<file path="config.mk">
export PLATFORM = sky130hd
export DESIGN_NAME = uart_baud_divider_calculator_unit_flat
export DESIGN_NICKNAME = d
export VERILOG_FILES = /design/src/rtl/core/ubdc_pkg.sv /design/src/rtl/core/ubdc_if.sv /design/src/rtl/core/ubdc_div.sv /design/src/rtl/core/ubdc_datapath.sv /design/src/rtl/core/ubdc_ctrl.sv /design/src/rtl/core/uart_baud_divider_calculator_unit.sv /design/src/flat_wrapper.sv
export SDC_FILE = /design/constraint.sdc
export NUM_CORES = 2
export LEC_CHECK = 0
export ABC_AREA = 1
export BUFFER_PORTS_ARGS = -buffer_cell sky130_fd_sc_hd__buf_2
export CAP_MARGIN = 20
export CORE_ASPECT_RATIO = 1.5
export CORE_MARGIN = 1
export CORE_UTILIZATION = 30
export DETAILED_ROUTE_END_ITERATION = 8
export SLEW_MARGIN = 20
export SYNTH_ARGS = -nofsm -noshare
export SYNTH_HDL_FRONTEND = slang
export SYNTH_SLANG_ARGS = --single-unit
</file>
<file path="constraint.sdc">
create_clock -name clk -period 8.35 [get_ports clk]
set_clock_uncertainty 0.15 [all_clocks]
set_input_delay 0.835 -clock clk [delete_from_list [all_inputs] [get_ports clk]]
set_output_delay 0.835 -clock clk [all_outputs]
set_load 0.02 [all_outputs]
</file>
<file path="src/rtl/core/ubdc_pkg.sv">
// Package for the UART baud divider calculator.
// Holds the sequencer operation codes, the command/status structs and the divider code map.
// No dependencies.
package ubdc_pkg;

  localparam int DivW  = 48;
  localparam int DsrW  = 32;

  typedef enum logic [4:0] {
    OP_LOAD, OP_CHK0, OP_GCD, OP_NUM, OP_DEN, OP_SCALE, OP_M, OP_N,
    OP_NUMF, OP_DENF, OP_DIVR, OP_GCD2, OP_TNUM, OP_TDEN, OP_MUL,
    OP_ACH, OP_LIM, OP_MODV, OP_EMIT
  } op_t;

  typedef struct packed {
    logic start;
    logic exec;
    op_t  op;
  } cmd_t;

  typedef struct packed {
    logic div_done;
    logic b_zero;
    logic in_zero;
    logic need_scale;
  } sts_t;

  localparam logic [2:0] CODE_D1 = 3'h5;
  localparam logic [2:0] CODE_D2 = 3'h4;
  localparam logic [2:0] CODE_D3 = 3'h3;
  localparam logic [2:0] CODE_D4 = 3'h2;
  localparam logic [2:0] CODE_D5 = 3'h1;
  localparam logic [2:0] CODE_D6 = 3'h0;
  localparam logic [2:0] CODE_D7 = 3'h6;

  function automatic logic [2:0] div_code(input logic [2:0] d);
    logic [2:0] c;
    c = CODE_D1;
    unique case (d)
      3'd2:    c = CODE_D2;
      3'd3:    c = CODE_D3;
      3'd4:    c = CODE_D4;
      3'd5:    c = CODE_D5;
      3'd6:    c = CODE_D6;
      3'd7:    c = CODE_D7;
      default: c = CODE_D1;
    endcase
    return c;
  endfunction

endpackage

</file>
<file path="src/rtl/core/ubdc_if.sv">
// Request and response channel interfaces of the UART baud divider calculator.
// No dependencies.
interface ubdc_req_if;
  logic        valid;
  logic        ready;
  logic [27:0] baud_rate;
  modport source (output valid, output baud_rate, input ready);
  modport sink (input valid, input baud_rate, output ready);
endinterface

interface ubdc_rsp_if;
  logic        valid;
  logic        ready;
  logic        accepted;
  logic [2:0]  ref_div_code;
  logic [15:0] increment_value;
  logic [15:0] modulator_value;
  modport source (output valid, output accepted, output ref_div_code,
                  output increment_value, output modulator_value, input ready);
  modport sink (input valid, input accepted, input ref_div_code,
                input increment_value, input modulator_value, output ready);
endinterface

</file>
<file path="src/rtl/core/ubdc_div.sv">
// Shared restoring divider, one quotient bit per cycle.
// Depends on ubdc_pkg.
module ubdc_div (
  input  logic                       clk,
  input  logic                       rst_n,
  input  logic                       start,
  input  logic [ubdc_pkg::DivW-1:0]  dividend,
  input  logic [ubdc_pkg::DsrW-1:0]  divisor,
  output logic                       done,
  output logic [ubdc_pkg::DivW-1:0]  quot,
  output logic [ubdc_pkg::DsrW-1:0]  rem
);
  localparam int CntW = $clog2(ubdc_pkg::DivW + 1);

  logic [ubdc_pkg::DivW-1:0] q_r, q_nxt;
  logic [ubdc_pkg::DsrW-1:0] rem_r, rem_nxt, dsr_r;
  logic [CntW-1:0]           cnt_r, cnt_nxt;
  logic                      done_r, done_nxt;
  logic [ubdc_pkg::DsrW:0]   trial;
  logic                      ge;

  assign trial = {rem_r, q_r[ubdc_pkg::DivW-1]};
  assign ge    = trial >= {1'b0, dsr_r};

  always_comb begin
    q_nxt    = q_r;
    rem_nxt  = rem_r;
    cnt_nxt  = cnt_r;
    done_nxt = 1'b0;
    if (start) begin
      q_nxt   = dividend;
      rem_nxt = '0;
      cnt_nxt = CntW'(ubdc_pkg::DivW);
    end else if (cnt_r != '0) begin
      q_nxt    = {q_r[ubdc_pkg::DivW-2:0], ge};
      rem_nxt  = ge ? ubdc_pkg::DsrW'(trial - {1'b0, dsr_r}) : trial[ubdc_pkg::DsrW-1:0];
      cnt_nxt  = cnt_r - 1'b1;
      done_nxt = (cnt_r == CntW'(1));
    end
  end

  always_ff @(posedge clk) begin
    if (!rst_n) begin
      cnt_r  <= '0;
      done_r <= 1'b0;
    end else begin
      cnt_r  <= cnt_nxt;
      done_r <= done_nxt;
    end
    q_r   <= q_nxt;
    rem_r <= rem_nxt;
    if (start) dsr_r <= divisor;
  end

  assign done = done_r;
  assign quot = q_r;
  assign rem  = rem_r;
endmodule

</file>
<file path="src/rtl/core/ubdc_datapath.sv">
// Datapath: source clock register, working registers, multiplier and result register.
// Depends on ubdc_pkg and ubdc_div.
module ubdc_datapath #(
  parameter int FIELD_MAX = 65535
) (
  input  logic                 clk,
  input  logic                 rst_n,
  input  logic                 cfg_we,
  input  logic [31:0]          cfg_wdata,
  input  logic [27:0]          in_baud,
  input  ubdc_pkg::cmd_t       cmd,
  output ubdc_pkg::sts_t       sts,
  output logic                 res_accepted,
  output logic [2:0]           res_code,
  output logic [15:0]          res_inc,
  output logic [15:0]          res_mod
);
  localparam logic [31:0] FMax  = 32'(FIELD_MAX);
  localparam logic [31:0] FMax7 = 32'(7 * FIELD_MAX);
  localparam logic [31:0] Hundred = 32'd100;

  logic [31:0] clk_hz_r, a_r, b_r, num_r, den_r, f_r, tnum_r, tden_r, modv_r;
  logic [27:0] baud_r;
  logic [2:0]  div_r;
  logic [47:0] prod_r, ach_r;
  logic [21:0] lim_r;
  logic        acc_r;
  logic [2:0]  code_r;
  logic [15:0] inc_r, mod_r;

  logic [47:0] dvd;
  logic [31:0] dsr, q32, q1;
  logic        done;
  logic [47:0] quot;
  logic [31:0] rem;
  logic [47:0] diff;
  logic [29:0] lim3;
  logic        ok;

  ubdc_div u_div (
    .clk(clk), .rst_n(rst_n), .start(cmd.start), .dividend(dvd), .divisor(dsr),
    .done(done), .quot(quot), .rem(rem)
  );

  always_comb begin
    dvd = '0;
    dsr = 32'd1;
    case (cmd.op)
      ubdc_pkg::OP_GCD:  begin dvd = 48'(a_r);                  dsr = b_r;    end
      ubdc_pkg::OP_NUM,
      ubdc_pkg::OP_TNUM: begin dvd = 48'(clk_hz_r);             dsr = a_r;    end
      ubdc_pkg::OP_DEN:  begin dvd = 48'({baud_r, 4'b0});       dsr = a_r;    end
      ubdc_pkg::OP_M:    begin dvd = 48'(num_r - 32'd1);        dsr = FMax7;  end
      ubdc_pkg::OP_N:    begin dvd = 48'(den_r - 32'd1);        dsr = FMax;   end
      ubdc_pkg::OP_NUMF: begin dvd = 48'(num_r);                dsr = f_r;    end
      ubdc_pkg::OP_DENF: begin dvd = 48'(den_r);                dsr = f_r;    end
      ubdc_pkg::OP_DIVR: begin dvd = 48'(num_r - 32'd1);        dsr = FMax;   end
      ubdc_pkg::OP_TDEN: begin dvd = 48'({num_r[27:0], 4'b0});  dsr = a_r;    end
      ubdc_pkg::OP_ACH:  begin dvd = prod_r;                    dsr = tden_r; end
      ubdc_pkg::OP_LIM:  begin dvd = 48'(baud_r);               dsr = Hundred; end
      ubdc_pkg::OP_MODV: begin dvd = 48'(num_r);                dsr = 32'(div_r); end
      default: ;
    endcase
  end

  assign q32  = quot[31:0];
  assign q1   = q32 + 32'd1;
  assign diff = (ach_r >= 48'(baud_r)) ? ach_r - 48'(baud_r) : 48'(baud_r) - ach_r;
  assign lim3 = 30'(lim_r) * 30'd3;
  assign ok   = (diff < 48'(lim3)) && (baud_r != '0) && (clk_hz_r != '0);

  always_ff @(posedge clk) begin
    if (!rst_n) clk_hz_r <= 32'd80000000;
    else if (cfg_we) clk_hz_r <= cfg_wdata;

    if (cmd.exec) begin
      case (cmd.op)
        ubdc_pkg::OP_LOAD: begin
          baud_r <= in_baud;
          a_r    <= clk_hz_r;
          b_r    <= {in_baud, 4'b0};
        end
        ubdc_pkg::OP_GCD2: begin
          a_r <= clk_hz_r;
          b_r <= {num_r[27:0], 4'b0};
        end
        ubdc_pkg::OP_MUL: prod_r <= 48'(tnum_r) * 48'(den_r[15:0]);
        ubdc_pkg::OP_EMIT: begin
          acc_r  <= ok;
          code_r <= ok ? ubdc_pkg::div_code(div_r) : 3'd0;
          inc_r  <= ok ? 16'(den_r - 32'd1) : 16'd0;
          mod_r  <= ok ? 16'(modv_r - 32'd1) : 16'd0;
        end
        default: ;
      endcase
    end

    if (done) begin
      case (cmd.op)
        ubdc_pkg::OP_GCD:  begin a_r <= b_r; b_r <= rem; end
        ubdc_pkg::OP_NUM:  num_r <= q32;
        ubdc_pkg::OP_DEN:  den_r <= q32;
        ubdc_pkg::OP_M:    f_r <= q1;
        ubdc_pkg::OP_N:    if (q1 > f_r) f_r <= q1;
        ubdc_pkg::OP_NUMF: num_r <= (q32 == '0) ? 32'd1 : q32;
        ubdc_pkg::OP_DENF: den_r <= (q32 == '0) ? 32'd1 : q32;
        ubdc_pkg::OP_DIVR: div_r <= q1[2:0];
        ubdc_pkg::OP_TNUM: tnum_r <= q32;
        ubdc_pkg::OP_TDEN: tden_r <= q32;
        ubdc_pkg::OP_ACH:  ach_r <= quot;
        ubdc_pkg::OP_LIM:  lim_r <= quot[21:0];
        ubdc_pkg::OP_MODV: modv_r <= q32;
        default: ;
      endcase
    end
  end

  assign sts.div_done   = done;
  assign sts.b_zero     = (b_r == '0);
  assign sts.in_zero    = (baud_r == '0) || (clk_hz_r == '0);
  assign sts.need_scale = (num_r > FMax7) || (den_r > FMax);

  assign res_accepted = acc_r;
  assign res_code     = code_r;
  assign res_inc      = inc_r;
  assign res_mod      = mod_r;
endmodule

</file>
<file path="src/rtl/core/ubdc_ctrl.sv">
// Controller: sequences the divider operations and owns the channel handshakes.
// Depends on ubdc_pkg.
module ubdc_ctrl (
  input  logic           clk,
  input  logic           rst_n,
  input  logic           in_valid,
  output logic           in_ready,
  output logic           out_valid,
  input  logic           out_ready,
  input  ubdc_pkg::sts_t sts,
  output ubdc_pkg::cmd_t cmd
);
  typedef enum logic [3:0] {
    S_IDLE  = 4'b0001,
    S_DISP  = 4'b0010,
    S_START = 4'b0100,
    S_WAIT  = 4'b1000
  } state_t;

  state_t          state_r, state_nxt;
  ubdc_pkg::op_t   op_r, op_nxt;
  logic            pass2_r, pass2_nxt;
  logic            ov_r, ov_nxt;

  always_comb begin
    state_nxt = state_r;
    op_nxt    = op_r;
    pass2_nxt = pass2_r;
    ov_nxt    = ov_r && !out_ready;
    cmd.start = 1'b0;
    cmd.exec  = 1'b0;
    cmd.op    = op_r;
    unique case (state_r)
      S_IDLE: begin
        cmd.op = ubdc_pkg::OP_LOAD;
        if (in_valid) begin
          cmd.exec  = 1'b1;
          op_nxt    = ubdc_pkg::OP_CHK0;
          state_nxt = S_DISP;
        end
      end
      S_DISP: begin
        case (op_r)
          ubdc_pkg::OP_CHK0: begin
            pass2_nxt = 1'b0;
            op_nxt    = sts.in_zero ? ubdc_pkg::OP_EMIT : ubdc_pkg::OP_GCD;
          end
          ubdc_pkg::OP_GCD:
            if (sts.b_zero) op_nxt = pass2_r ? ubdc_pkg::OP_TNUM : ubdc_pkg::OP_NUM;
            else state_nxt = S_START;
          ubdc_pkg::OP_SCALE:
            op_nxt = sts.need_scale ? ubdc_pkg::OP_M : ubdc_pkg::OP_DIVR;
          ubdc_pkg::OP_GCD2: begin
            cmd.exec  = 1'b1;
            pass2_nxt = 1'b1;
            op_nxt    = ubdc_pkg::OP_GCD;
          end
          ubdc_pkg::OP_MUL: begin
            cmd.exec = 1'b1;
            op_nxt   = ubdc_pkg::OP_ACH;
          end
          ubdc_pkg::OP_EMIT:
            if (!ov_r || out_ready) begin
              cmd.exec  = 1'b1;
              ov_nxt    = 1'b1;
              state_nxt = S_IDLE;
            end
          default: state_nxt = S_START;
        endcase
      end
      S_START: begin
        cmd.start = 1'b1;
        state_nxt = S_WAIT;
      end
      S_WAIT: begin
        if (sts.div_done) begin
          state_nxt = S_DISP;
          case (op_r)
            ubdc_pkg::OP_NUM:  op_nxt = ubdc_pkg::OP_DEN;
            ubdc_pkg::OP_DEN:  op_nxt = ubdc_pkg::OP_SCALE;
            ubdc_pkg::OP_M:    op_nxt = ubdc_pkg::OP_N;
            ubdc_pkg::OP_N:    op_nxt = ubdc_pkg::OP_NUMF;
            ubdc_pkg::OP_NUMF: op_nxt = ubdc_pkg::OP_DENF;
            ubdc_pkg::OP_DENF: op_nxt = ubdc_pkg::OP_DIVR;
            ubdc_pkg::OP_DIVR: op_nxt = ubdc_pkg::OP_GCD2;
            ubdc_pkg::OP_TNUM: op_nxt = ubdc_pkg::OP_TDEN;
            ubdc_pkg::OP_TDEN: op_nxt = ubdc_pkg::OP_MUL;
            ubdc_pkg::OP_ACH:  op_nxt = ubdc_pkg::OP_LIM;
            ubdc_pkg::OP_LIM:  op_nxt = ubdc_pkg::OP_MODV;
            ubdc_pkg::OP_MODV: op_nxt = ubdc_pkg::OP_EMIT;
            default:           op_nxt = op_r;
          endcase
        end
      end
      default: state_nxt = S_IDLE;
    endcase
  end

  always_ff @(posedge clk) begin
    if (!rst_n) begin
      state_r <= S_IDLE;
      op_r    <= ubdc_pkg::OP_LOAD;
      pass2_r <= 1'b0;
      ov_r    <= 1'b0;
    end else begin
      state_r <= state_nxt;
      op_r    <= op_nxt;
      pass2_r <= pass2_nxt;
      ov_r    <= ov_nxt;
    end
  end

  assign in_ready  = (state_r == S_IDLE);
  assign out_valid = ov_r;
endmodule

</file>
<file path="src/rtl/core/uart_baud_divider_calculator_unit.sv">
// UART baud divider calculator, top level.
// Request channel: baud_rate (28 bits). Response channel: accepted, ref_div_code,
// increment_value, modulator_value. Config: cfg_we/cfg_wdata set the source clock in Hz.
// One response per request. A request is taken only while the sequencer is idle;
// the response sits in an output register, so a new request is taken while the
// previous response still waits for out_rsp.ready.
// Every arithmetic step runs through one shared restoring divider. A request
// needs a sequence of steps, longer when the values need scaling, plus one step
// per iteration of each of the two Euclid loops; zero baud or zero clock goes
// straight to the response without a divider step. The divider is the limit on
// throughput.
// Reset (rst_n, synchronous, active low) idles the sequencer, drops the response
// and sets the source clock to 80000000. A stalled receiver holds the finished
// response; the sequencer then waits before emitting the next one.
// Depends on ubdc_pkg, ubdc_if, ubdc_ctrl and ubdc_datapath.
module uart_baud_divider_calculator_unit #(
  parameter int FIELD_MAX = 65535
) (
  input  logic               clk,
  input  logic               rst_n,
  input  logic               cfg_we,
  input  logic [31:0]        cfg_wdata,
  ubdc_req_if.sink           in_req,
  ubdc_rsp_if.source         out_rsp
);
  ubdc_pkg::cmd_t cmd;
  ubdc_pkg::sts_t sts;

  ubdc_ctrl u_ctrl (
    .clk(clk), .rst_n(rst_n),
    .in_valid(in_req.valid), .in_ready(in_req.ready),
    .out_valid(out_rsp.valid), .out_ready(out_rsp.ready),
    .sts(sts), .cmd(cmd)
  );

  ubdc_datapath #(.FIELD_MAX(FIELD_MAX)) u_dp (
    .clk(clk), .rst_n(rst_n),
    .cfg_we(cfg_we), .cfg_wdata(cfg_wdata),
    .in_baud(in_req.baud_rate),
    .cmd(cmd), .sts(sts),
    .res_accepted(out_rsp.accepted), .res_code(out_rsp.ref_div_code),
    .res_inc(out_rsp.increment_value), .res_mod(out_rsp.modulator_value)
  );
endmodule
</file>
<file path="src/flat_wrapper.sv">
// flat-port wrapper written by rule: the top's interface ports become plain ports
module uart_baud_divider_calculator_unit_flat 
#(
  parameter int FIELD_MAX = 65535
)
  (clk, rst_n, cfg_we, cfg_wdata, in_req_valid, in_req_baud_rate, in_req_ready, out_rsp_valid, out_rsp_accepted, out_rsp_ref_div_code, out_rsp_increment_value, out_rsp_modulator_value, out_rsp_ready);
  ubdc_req_if in_req_i ();
  ubdc_rsp_if out_rsp_i ();
  input  logic clk;
  input  logic rst_n;
  input  logic cfg_we;
  input  logic [31:0] cfg_wdata;
  input wire logic [$bits(in_req_i.valid)-1:0] in_req_valid;
  input wire logic [$bits(in_req_i.baud_rate)-1:0] in_req_baud_rate;
  output wire logic [$bits(in_req_i.ready)-1:0] in_req_ready;
  output wire logic [$bits(out_rsp_i.valid)-1:0] out_rsp_valid;
  output wire logic [$bits(out_rsp_i.accepted)-1:0] out_rsp_accepted;
  output wire logic [$bits(out_rsp_i.ref_div_code)-1:0] out_rsp_ref_div_code;
  output wire logic [$bits(out_rsp_i.increment_value)-1:0] out_rsp_increment_value;
  output wire logic [$bits(out_rsp_i.modulator_value)-1:0] out_rsp_modulator_value;
  input wire logic [$bits(out_rsp_i.ready)-1:0] out_rsp_ready;
  assign in_req_i.valid = in_req_valid;
  assign in_req_i.baud_rate = in_req_baud_rate;
  assign in_req_ready = in_req_i.ready;
  assign out_rsp_valid = out_rsp_i.valid;
  assign out_rsp_accepted = out_rsp_i.accepted;
  assign out_rsp_ref_div_code = out_rsp_i.ref_div_code;
  assign out_rsp_increment_value = out_rsp_i.increment_value;
  assign out_rsp_modulator_value = out_rsp_i.modulator_value;
  assign out_rsp_i.ready = out_rsp_ready;
  uart_baud_divider_calculator_unit #(.FIELD_MAX(FIELD_MAX)) u_core (.clk(clk), .rst_n(rst_n), .cfg_we(cfg_we), .cfg_wdata(cfg_wdata), .in_req(in_req_i), .out_rsp(out_rsp_i));
endmodule
</file>
Word level (Yosys, flattened, before mapping)
Index checks and enable logic that the tools add are counted.
{ "word_totals": {"regBits": 587, "latch_bits": 0, "ram_bits": 0, "rom_bits": 0, "inputBits": 65, "output_inout_bits": 38, "word_cells": 196, "mem_count": 0} }
{ "classes": {"add_sub_neg": 9, "mul": 2, "n_div": 0, "n_lt_le_gt_ge": 6, "n_eq_ne": 54, "n_shift": 0, "mux": 47, "n_bitwise": 2, "reduce_logical": 48} }
{ "ops": {"columns": ["cell", "n"], "rows": [
  ["$pmux 48 s10", 1],
  ["$mux 32", 10],
  ["$pmux 32 s2", 4],
  ["$pmux 32 s8", 1],
  ["$mux 48", 3],
  ["$logic_not 32->1", 3],
  ["$eq 5x4->1 const B", 16],
  ["$sub 32x1->33 const B", 2],
  ["$pmux 5 s12", 1],
  ["$ge 48x28->1", 1],
  ["$lt 48x24->1", 1],
  ["$mul 32x16->48", 1],
  ["$sub 28x48->48", 1],
  ["$sub 48x28->48", 1],
  ["$eq 5x3->1 const B", 7],
  ["$ge 33x32->1", 1],
  ["$add 32x1->32 const B", 1],
  ["$gt 32x16->1 const B", 1],
  ["$gt 32x19->1 const B", 1],
  ["$gt 32x32->1", 1],
  ["$reduce_bool 32->1", 1],
  ["$sub 16x1->16 const B", 2],
  ["$sub 32x32->32", 1],
  ["$eq 5x5->1 const B", 6],
  ["other kinds (43)", 100]
]} }

Longest topological paths before layout
{ "depth": {"depth_word": 8, "mapped_depth": 34, "mapped_depth_nobuf": 32} }

Hierarchy
Synthesis repeated with hierarchy kept, for this count alone.
{ "hier_totals": {"cells_unflattened": 7085, "hier_area_um2": 54063.1} }
{ "modules_own_cells": {"columns": ["module", "instances", "cells_per_inst", "area_per_inst_um2", "seq_area_each_um2"], "rows": [
  ["ubdc_datapath", 1, 5773, 45396.0, 12762.2],
  ["ubdc_div", 1, 1135, 7717.4, 3183.1],
  ["ubdc_ctrl", 1, 177, 949.7, 220.2]
]} }

Least setup slack after synthesis
No wires, ideal clock.
{ "synth_timing": {"path_type": "register to register", "from": "register u_core.u_dp.den_r[7]", "to": "register u_core.u_dp.prod_r[45], data pin", "setup_time_ns": 0.257, "arrival_ns": 5.718, "required_ns": 7.943, "setup_slack_ns": 2.225, "path_stages_with_launch": 29, "path_buffers": 2, "period_less_slack_ns": 6.125, "path_cell_list": "edfxtp_1 -> clkbuf_1 -> clkbuf_1 -> nand2_1 -> fa_1 -> inv_1 -> fa_1 -> inv_1 -> fa_1 -> inv_1 -> fa_1 -> fa_1 -> inv_1 -> fa_1 -> inv_1 -> ha_1 -> a21oi_1 -> nor2_1 -> nor2_1 -> nor2_1 -> nor3_1 -> nand2_1 -> a21oi_1 -> o21ai_0 -> nand2_1 -> nand2_1 -> nand4_1 -> nand2_1 -> xor2_1"} }
{ "synth_via": {"elab_chain_len": 1} }
{ "synth_lines": {"columns": ["element", "line_no", "rtl"], "rows": [
  ["start, declared", "ubdc_datapath.sv:22", "logic [31:0] clk_hz_r, a_r, b_r, num_r, den_r, f_r, tnum_r, tden_r, modv_r;"],
  ["start signal, assigned", "ubdc_datapath.sv:102", "ubdc_pkg::OP_DEN: den_r <= q32;"],
  ["start signal, assigned", "ubdc_datapath.sv:106", "ubdc_pkg::OP_DENF: den_r <= (q32 == '0) ? 32'd1 : q32;"],
  ["$mul 32x16->48", "ubdc_datapath.sv:87", "ubdc_pkg::OP_MUL: prod_r <= 48'(tnum_r) * 48'(den_r[15:0]);"],
  ["end signal, assigned", "ubdc_datapath.sv:87", null],
  ["end, declared", "ubdc_datapath.sv:25", "logic [47:0] prod_r, ach_r;"]
]} }
No other way between the ends.
A chain may end at the register's enable or synchronous reset.

Worst setup path after layout
{ "layout_timing": {"from": "register u_core.u_dp.den_r[3]", "to": "register u_core.u_dp.prod_r[42], data pin"} }
The elaborated chain is that of the path after synthesis.

==> results.yml <==
setup_path:
  required_ns: 8.69
  cp_top_family: "adder cells"
  endpoint_kind: "flip-flop"
  cpPeakStageDelay_ns: 0.83
  reg2regPathDepth: 21
  crit_chain: "buf_4, nand2_1, fa_1, fa_1, fa_1, inv_1, fa_1, fa_1, fa_1, ha_1, nand2_1, nor2_1, nand3_1, nor3_1, a21oi_1, o21ai_0, nand3_1, nand2_1, nand3_1, nand2_1, xor2_1"
  criticalPathCategory: "reg -> reg"
  rr_startpoint: "u_core.u_dp.den_r[3]"
  r2r_slack_ns: 0.59
  path_max_fanout: 13
  path_buf_inv: 2
  arrival_ns: 8.11
  path_depth: 21
  worstReg2RegEnd: "u_core.u_dp.prod_r[42]"
  crit_path_start_kind: "flip-flop"
  path_common_cell: "fa_1"
  crit_slowest_cell: "edfxtp_1"
clocking:
  h-tree-depth: 2
  cts_sinks: 587
  cts_tree: "yes"
  clk_latency_ns: 0.69
  path_clk_slew_ns: 0.07
  clock-root-buffer: "clkbuf_16"
  cts_buffers: 56
  clockBufferDepth: 3
  cts_resized: 0
  cts_setup_buffers: 0
  ctsHoldBuffers: 0
sta:
  slew_viol_final: 0
  relSlewSlack_pct: 14.2
  min_period_over_period_pct: 93.0
  hold_violations: 0
  holdWs_ns: 0.193
  setup_tns_ns: 0
  rsz0062_at_grt: "no"
  min_period_ns: 7.76
  setup_viol: 0
  worst_pin_slew_ns: 1.27
  max_freq_mhz: 129
floorplan:
  die_x_microns: 343
  dieArea_sq_um: 176000
  rows: 187
  core_sq_um: 173000
  die_y_microns: 514
  ios: 103
  initial_core_util_pct: 30.3
pwr:
  power_leakage_nw: 26.9
  total_power_mw: 12.4
  ir_worst_vdd_uv: 183
  power_density_nw_per_um2: 216
hold_path:
  whs_path_depth: 1
  min_path_type: "in -> reg"
  hold_end: "u_core.u_dp.baud_r[13]"
  worstHoldStart: "in_req_baud_rate[13]"
layout:
  n_fill_cell: 18330
  final_cell_mix: "nand2_1, inv_1, nor2_1"
  multiInputGateArea_sq_um: 30000
  drive_above_1_share_pct: 5.89
  final-seq-area_sq_um: 16200
  final_common_cell: "nand2_1"
  nets: 7385
  area_growth_syn_to_layout_pct: 9.47
run:
  drv_cap: 0
drt:
  viasPerCell: 5.19
  drtIter0Drc: 4380
  first_pass_iters: 6
  wirelength_microns: 220000
  routedWlPerCell_microns: 24.6
  drtAntennaViolNets: 0
  via_count: 46267
  route.detailed.drc: 0
synth:
  synth-simple-area-share_pct: 20.3
  ys_warn_count: 0
  synth_mux_area_share_pct: 0.0955
  synth_edf_count: 441
  ys_seq_area_share_pct: 30.9
  synthXorXnorAreaFrac_pct: 2.86
  syn_nets: 7441
  synth_top_family_by_area: "adder cells"
  synth_compound_area_share_pct: 10.6
  synth_cells: 6661
  synth_adder_area_share_pct: 23.1
  syn_avg_cell_area_sq_um: 7.87
  synth_cell_types: 65
  synth_area_sq_um: 52400
  ys_seq_elements: 587
  ys.flop_type: "edfxtp_1"
  synthArstFlopShare_pct: 0
global_routing:
  grt-busiest-layer: "met2"
  grt_pass1_vias: 47161
  antenna_found_initial: 5
  grt_pass1_wl_microns: 316000
  grt-ovfl-total: 0
  use_met1_pct: 26.0
  gr-usage-met2_pct: 43.5
  grt_max_degree: 104
  met3_usage_pct: 2.99
  track_usage_pct: 24.6
status:
  outcome: "completed"
placement:
  port_buffers: 102
  hpwl_microns: 176000
  gp_congestion: 1.03
[logic make-up after synthesis]
| kind of cell | after synthesis |
|---|---|
| fa+ha+maj | 716 |
| simple gates | 2565 |
| compound gates | 937 |
| xor+xnor | 171 |
| mux | 5 |
| buf+inv | 1680 |
| flops | 587 |
[cell usage after synthesis (all sizes together), types with 5 or more instances]
library cell	n	area, sq um
nor4	48	300
xnor2	60	526
nand3	247	1250
nor2	580	2290
fa	422	8450
a31oi	26	163
a21boi	6	45.0
o211ai	30	225
mux2i	5	50.1
nand4	93	597
o21ai	307	1540
o2111ai	54	473
clkbuf	279	1050
buf	39	211
a211oi	5	37.5
a21oi	307	1540
or2	10	62.6
nand3b	7	52.6
clkinv	7	26.3
nand2	1513	5700
inv	1355	5090
o21a	12	90.1
o31ai	9	67.6
o221ai	9	78.8
o22ai	60	375
nor3	57	302
edfxtp	441	13200
a22oi	10	75.1
a2111oi	7	61.3
xor2	111	972
dfxtp	146	2920
a21o	10	75.1
ha	293	3670
a221oi	45	394
o21bai	24	180
[routing by layer]
| layer | share of wire, % | routed length (microns) |
|---|---|---|
| met1 | 34 | 75600 |
| met3 | 6.3 | 13900 |
| met2 | 49 | 109000 |
| met5 | 0.0059 | 13 |
| met4 | 9.8 | 21600 |
[flip-flops by register name, indices dropped and copies added, names as in the netlist, 22 cells and up]
name / flops
u_core.u_dp.num_r: 32
u_core.u_dp.tnum_r: 32
u_core.u_dp.u_div.rem: 32
u_core.u_dp.u_div.dsr_r: 32
u_core.u_dp.lim_r: 22
u_core.u_dp.b_r: 32
u_core.u_dp.clk_hz_r: 32
u_core.u_dp.tden_r: 32
u_core.u_dp.ach_r: 48
u_core.u_dp.prod_r: 48
u_core.u_dp.f_r: 32
u_core.u_dp.u_div.quot: 48
u_core.u_dp.baud_r: 28
u_core.u_dp.a_r: 32
u_core.u_dp.den_r: 32
[worst max path at each step]
stage | start | end | slack (ns)
floorplan | u_core.u_dp.den_r[7] | u_core.u_dp.prod_r[45] | 2.23
global placement | u_core.u_dp.den_r[3] | u_core.u_dp.prod_r[42] | 0.69
detailed placement | u_core.u_dp.den_r[3] | u_core.u_dp.prod_r[42] | 0.73
CTS | u_core.u_dp.den_r[3] | u_core.u_dp.prod_r[42] | 0.70
global route | u_core.u_dp.den_r[3] | u_core.u_dp.prod_r[42] | 0.42
finish | u_core.u_dp.den_r[3] | u_core.u_dp.prod_r[42] | 0.59
[per-stage QoR]
| step | instances | utilization [%] | worst slack (ns) | cell area [sq um] |
|---|---|---|---|---|
| 6_report | 8923 | 33.1 | 0.585 | 57400 |
| 5_1_grt | 8921 | 33.1 | 0.416 | 57400 |
| 4_1_cts | 8920 | 33.1 | 0.695 | 57300 |
| 3_5_place_dp | 8815 | 32.0 | 0.730 | 55400 |
| 3_3_place_gp | 8814 | 32.0 | 0.693 | 55400 |
| 2_1_floorplan | 6661 | - | 2.23 | 52400 |
[area by class of cell]
class	count	area share (%)
inverters	1362	8.92
clock buffers	72	2.79
diodes	3	0.0131
repair buffers	204	2.30
flip-flops and latches	587	28.2
clock inverters	33	0.539
well taps	2268	4.95
multi-input cells	4394	52.3
[worst register-to-register path: stages, from the launching register on]
cell and delay (ns):
edfxtp_1 0.83, buf_4 0.35, nand2_1 0.10, fa_1 0.52, fa_1 0.52, fa_1 0.53
inv_1 0.06, fa_1 0.58, fa_1 0.44, fa_1 0.47, ha_1 0.44, nand2_1 0.21
nor2_1 0.26, nand3_1 0.16, nor3_1 0.54, a21oi_1 0.20, o21ai_0 0.50, nand3_1 0.15
nand2_1 0.14, nand3_1 0.08, nand2_1 0.09, xor2_1 0.25
[power breakdown]
part / switching (mW) / total, mW / internal (mW)
sequential: 0.774 / 4.67 / 3.90
combinational: 3.44 / 4.94 / 1.50
clock: 1.29 / 2.76 / 1.47
Note: power is estimated with default switching activity, not from simulation.
